$ cat config.mk
export PLATFORM = sky130hd
export DESIGN_NAME = cia_mul
export DESIGN_NICKNAME = d
export VERILOG_FILES = /design/src/hdl/cia_pkg.sv /design/src/hdl/cia_mul.sv
export SDC_FILE = /design/constraint.sdc
export NUM_CORES = 2
export LEC_CHECK = 0
export ABC_AREA = 1
export BUFFER_PORTS_ARGS = -buffer_cell sky130_fd_sc_hd__buf_2
export CORE_MARGIN = 2
export CORE_UTILIZATION = 30
export CTS_CLUSTER_DIAMETER = 100
export DETAILED_ROUTE_END_ITERATION = 12
export HOLD_SLACK_MARGIN = 0.15
export MAX_ROUTING_LAYER = met4
export PLACE_DENSITY = 0.5
export SYNTH_ARGS = -nofsm -noshare
export SYNTH_HDL_FRONTEND = slang
export SYNTH_SLANG_ARGS = --single-unit
$ cat constraint.sdc
create_clock -name clk -period 8 [get_ports clk]
set_clock_uncertainty 0.05 [all_clocks]
set_input_delay 0.4 -clock clk [delete_from_list [all_inputs] [get_ports clk]]
set_output_delay 0.4 -clock clk [all_outputs]
set_load 0.02 [all_outputs]
$ cat src/hdl/cia_pkg.sv
// Shared types, codes and widths for the checked integer ALU.
package cia_pkg;

	localparam int DATA_WIDTH = 32;
	localparam int HalfWidth  = (DATA_WIDTH + 1) / 2;
	// Register stage whose output holds the finished product.
	localparam int MulDone    = 4;

	typedef enum logic [2:0] {
		OP_ADD = 3'd0,
		OP_SUB = 3'd1,
		OP_MUL = 3'd2,
		OP_DIV = 3'd3,
		OP_REM = 3'd4
	} op_t;

	typedef enum logic [1:0] {
		ST_OK   = 2'd0,
		ST_OVF  = 2'd1,
		ST_DIV0 = 2'd2
	} status_t;

	typedef struct packed {
		op_t                           op;
		logic signed [DATA_WIDTH-1:0]  lhs;
		logic signed [DATA_WIDTH-1:0]  rhs;
	} req_t;

	typedef struct packed {
		logic signed [DATA_WIDTH-1:0]  answer;
		status_t                       status;
	} rsp_t;

	typedef struct packed {
		logic [DATA_WIDTH-1:0] quo;
		logic [DATA_WIDTH-1:0] rem;
	} div_res_t;

	typedef struct packed {
		logic  valid;
		op_t   op;
		logic  neg_q;
		logic  neg_a;
		logic  div0;
		logic  min_m1;
		rsp_t  early;
	} ctl_t;

endpackage

$ cat src/hdl/cia_mul.sv
// Three-stage signed multiplier with range check on the full product.
module cia_mul import cia_pkg::*; (
	input  logic                  clk,
	input  logic                  en,
	input  logic [DATA_WIDTH-1:0] ua,
	input  logic [DATA_WIDTH-1:0] ub,
	input  logic                  neg,
	output rsp_t                  res
);

	localparam int LoW = HalfWidth;
	localparam int HiW = DATA_WIDTH - HalfWidth;
	localparam int PW  = 2 * DATA_WIDTH;

	logic [2*LoW-1:0]   ll_s2;
	logic [LoW+HiW-1:0] lh_s2;
	logic [LoW+HiW-1:0] hl_s2;
	logic [2*HiW-1:0]   hh_s2;
	logic               neg_s2;
	logic [PW-1:0]      prod_s3;
	logic               neg_s3;
	rsp_t               res_s4;

	logic                  too_big;
	logic [DATA_WIDTH-1:0] mag;

	// The magnitude fits when the upper half is clear and, below that, it is at
	// most the largest positive value, or exactly the minimum when negative.
	assign mag     = prod_s3[DATA_WIDTH-1:0];
	assign too_big = (|prod_s3[PW-1:DATA_WIDTH]) ||
		(mag[DATA_WIDTH-1] && (!neg_s3 || (|mag[DATA_WIDTH-2:0])));

	always_ff @(posedge clk) begin
		if (en) begin
			ll_s2   <= (2*LoW)'(ua[LoW-1:0]) * (2*LoW)'(ub[LoW-1:0]);
			lh_s2   <= (LoW+HiW)'(ua[LoW-1:0]) * (LoW+HiW)'(ub[DATA_WIDTH-1:LoW]);
			hl_s2   <= (LoW+HiW)'(ua[DATA_WIDTH-1:LoW]) * (LoW+HiW)'(ub[LoW-1:0]);
			hh_s2   <= (2*HiW)'(ua[DATA_WIDTH-1:LoW]) * (2*HiW)'(ub[DATA_WIDTH-1:LoW]);
			neg_s2  <= neg;
			prod_s3 <= PW'(ll_s2) + (PW'(lh_s2) << LoW) + (PW'(hl_s2) << LoW)
				+ (PW'(hh_s2) << (2 * LoW));
			neg_s3  <= neg_s2;
			if (too_big) begin
				res_s4.answer <= '0;
				res_s4.status <= ST_OVF;
			end else begin
				res_s4.answer <= neg_s3 ? (~mag + 1'b1) : mag;
				res_s4.status <= ST_OK;
			end
		end
	end

	assign res = res_s4;

endmodule

==> results.md <==
Outcome:
- The run finished with clean final reports.

Detailed routing:
- After detailed routing, the number of vias per cell comes to 4.562.
- The DRC violation count after routing is 0.
- The count of nets left with antenna violations once routing finished came out at 0.
- For this block, the initial DRC count from the detailed router was 2,528.
- The mean routed wirelength per cell is 17.57 um.
- The wire length after detailed routing is 143,500 um.
- The count of vias placed by the detailed router is 37,260.
- The first detailed-routing pass ran for 6 iterations.

GRT:
- The all-layer global routing usage is 18.73%.
- The via count of the first global-routing pass came to 39,641.
- The first global-routing pass estimated 229,700 um of wire.
- The pin count of the biggest net entering global routing is 117.
- The remaining global-route overflow is 0.
- The number of antenna violations at the first check in global routing is 17.

Clock network:
- The number of CTS-inserted buffers is 27.
- In this run the deepest clock path goes through 3 buffers.
- In this run the number of H-tree levels came out at 1.
- The cell at the root of the clock tree is clkbuf_16.
- The number of gates resized after CTS was 0.
- The tree built by TritonCTS fans out to 227 sinks.
- The clock tree from TritonCTS is yes.
- The register clock-pin slew on the reported worst setup and hold paths is 60 ps.
- The clock reaches the later pin of the worst-skew pair after 580 ps.

Setup path:
- The required time at the worst-slack endpoint is 8230 ps.
- The launching element type of the critical path is a primary input.
- The type of element capturing the critical path is a flop.
- The worst register-to-register path has a setup slack of 4830 ps.
- Data arrives at the worst endpoint at 6240 ps.
- The category of the critical setup timing path is in2reg.
- The largest fanout on the critical path is 21.

Finish:
- The number of nets in the layout is 7,389.
- Relative to the synthesized area, the layout overhead comes to 7.668%.
- The share of layout cells above drive strength 1 is 3.666%.

Timing:
- The aggregate negative setup slack is 0 ps.
- The worst-margin pin slew is 1056 ps.
- Setup repair after global routing left no endpoint under its margin.
- The highest clock rate is 166.2 MHz.
- Headroom to the max-slew limit came out at 29.63%.
- The max-slew violation total from the final report is 0.
- Setup violations remaining at the end of the flow were counted as 0.
- The final period utilization is 75.19%.
- The final period demand of the worst path is 6015 ps.
- The final number of hold-violating endpoints is 0.

Yosys:
- The synthesized instance count is 6,080.
- The proportion of synthesized flip-flops having asynchronous set or reset is 0%.
- In this run, synthesis produced a sequential element count of 227.
- Counting every net in the synthesized netlist gives 7,405.
- Counting flops with a built-in enable in the synthesized netlist gives 227.
- Among all flip-flop cells after synthesis, the most frequent one is edfxtp_1.
- The mapped netlist covers 0.04760 mm^2.
- Averaged over all synthesized cells, the footprint is 7.828 um^2.
- The part of the Yosys area used for sequential elements is 14.32%.
- The yosys synthesis warning count is 0.
- The distinct cell type count of the synthesized netlist is 44.

Floorplanning:
- The height of the chip is 402.3 um.
- The die covers 0.1619 mm^2.
- The count of standard-cell rows is 146.
- The core footprint is 0.1580 mm^2.
- For this configuration, the core starts out at a cell density of 30.12%.
- The floorplan step set the die width to 402.3 um.
- The number of placed I/O pins is 101.

Worst hold path:
- The tightest min-delay check is of the in2reg type.

Flow run:
- Max-cap violations in this run came to 0.

Place:
- At the end of routability-driven placement, the weighted congestion stood at 0.9075.
- The final HPWL from detailed placement is 116,200 um.
- The number of port buffers is 99.
==> worst max-delay path, stage by stage <==
cell	delay (ps)
buf_2	570
buf_4	380
nand2_1	120
fa_1	500
fa_1	500
inv_1	50
fa_1	570
fa_1	450
fa_1	500
inv_1	50
fa_1	480
inv_1	40
ha_1	350
a21oi_1	300
o21ai_0	180
inv_1	90
o21ai_0	120
a21oi_1	340
xnor2_1	220
==> state kept, by name, indices dropped and copies added, names as in the netlist <==
| register | count |
|---|---|
| neg_s3 | 1 |
| hl_s2 | 32 |
| res | 33 |
| prod_s3 | 64 |
| lh_s2 | 32 |
| hh_s2 | 32 |
| neg_s2 | 1 |
| ll_s2 | 32 |
==> metal layers <==
layer  wire (um)  track usage [%]  vias to the layer above
li1            -                -                    17781
met1       66960            25.40                    18470
met2       66330            30.41                      865
met3        6536            1.474                      144
met4        3672            4.511                        0
met5           0                -                        -
==> layout make-up <==
class / count / area [um^2]
tap: 2072 / 2592
inverter: 1630 / 6118
timing repair buffer: 153 / 925.9
multi-input combinational: 4025 / 33900
sequential: 227 / 6817
fill: 16857 / 106800
clock inverter: 18 / 178.9
clock buffer: 30 / 686.9
antenna: 12 / 30.03
==> layout by cell type, fill, tap and decap left out, types with 28 or more instances in the layout <==
cell type  count
xor2_1       106
nor2_1       306
nand2_1     1764
a21oi_1      149
ha_1         449
inv_1       1629
xnor2_1       28
nand3_1      144
nand4_1       50
nor3_1        44
buf_4         52
buf_2         98
edfxtp_1     227
o21ai_0       76
fa_1         809
==> kinds of logic after synthesis <==
family	Yosys count	synth area share, %
flops	227	14.32
compound gates	275	3.162
buf+inv	1828	14.46
other cells	1	0.007879
simple gates	2357	19.75
xor+xnor	134	2.466
fa+ha+maj	1258	45.83
==> timing repair <==
action | 4_1_cts | 5_1_grt
hold buffers | 1 | 0
hold endpoints to repair | 1 | 0
setup buffers | 0 | 0
==> stage by stage <==
step	setup WS (ps)	util, %	instance area (um^2)	std cells	hold WS [ps]
detailed placement	1483	31.86	50340	8106	354.5
global placement	1493	31.86	50340	8106	350.7
finish	1985	32.43	51250	8167	339.6
CTS	2095	32.41	51220	8155	364.4
floorplan	2659	-	47600	6080	350.3
global route	1771	32.43	51240	8165	372.3
==> path summary, 6_finish.rpt <==
| path | endpoint | depth (start not counted) | startpoint |
|---|---|---|---|
| hold / removal | neg_s2 | 1 | en |
| setup / recovery | hl_s2[18] | 19 | ub[10] |
| hold reg to reg | neg_s3 | 0 | neg_s2 |
| setup reg to reg | prod_s3[45] | 16 | ll_s2[17] |
==> Yosys cell counts (2+ instances only) <==
master | n | area (um^2)
a31oi_1 | 6 | 37.54
xnor2_1 | 28 | 245.2
nor2_2 | 7 | 43.79
xor2_1 | 106 | 928.4
a21oi_1 | 149 | 745.7
buf_6 | 2 | 22.52
nand3_2 | 3 | 30.03
ha_1 | 449 | 5618
nand3_1 | 144 | 720.7
o21bai_1 | 11 | 82.58
o21ai_2 | 4 | 35.03
nand2_2 | 4 | 25.02
fa_1 | 809 | 16200
o211ai_1 | 7 | 52.55
nor2_1 | 306 | 1149
inv_1 | 1629 | 6115
nand4_1 | 50 | 312.8
o21a_1 | 2 | 15.01
edfxtp_1 | 227 | 6817
a21o_1 | 11 | 82.58
buf_2 | 2 | 10.01
nand3b_1 | 15 | 112.6
nor4_1 | 3 | 18.77
nor3_2 | 4 | 40.04
and2_1 | 5 | 31.28
a21boi_0 | 6 | 45.04
nand2_1 | 1764 | 6621
nor3_1 | 44 | 220.2
o21ai_0 | 76 | 380.4
clkbuf_1 | 193 | 724.4
Power is left out: the tool's default activity adds up to more than one toggle a clock period on the data nets, which glitch-free logic cannot reach.
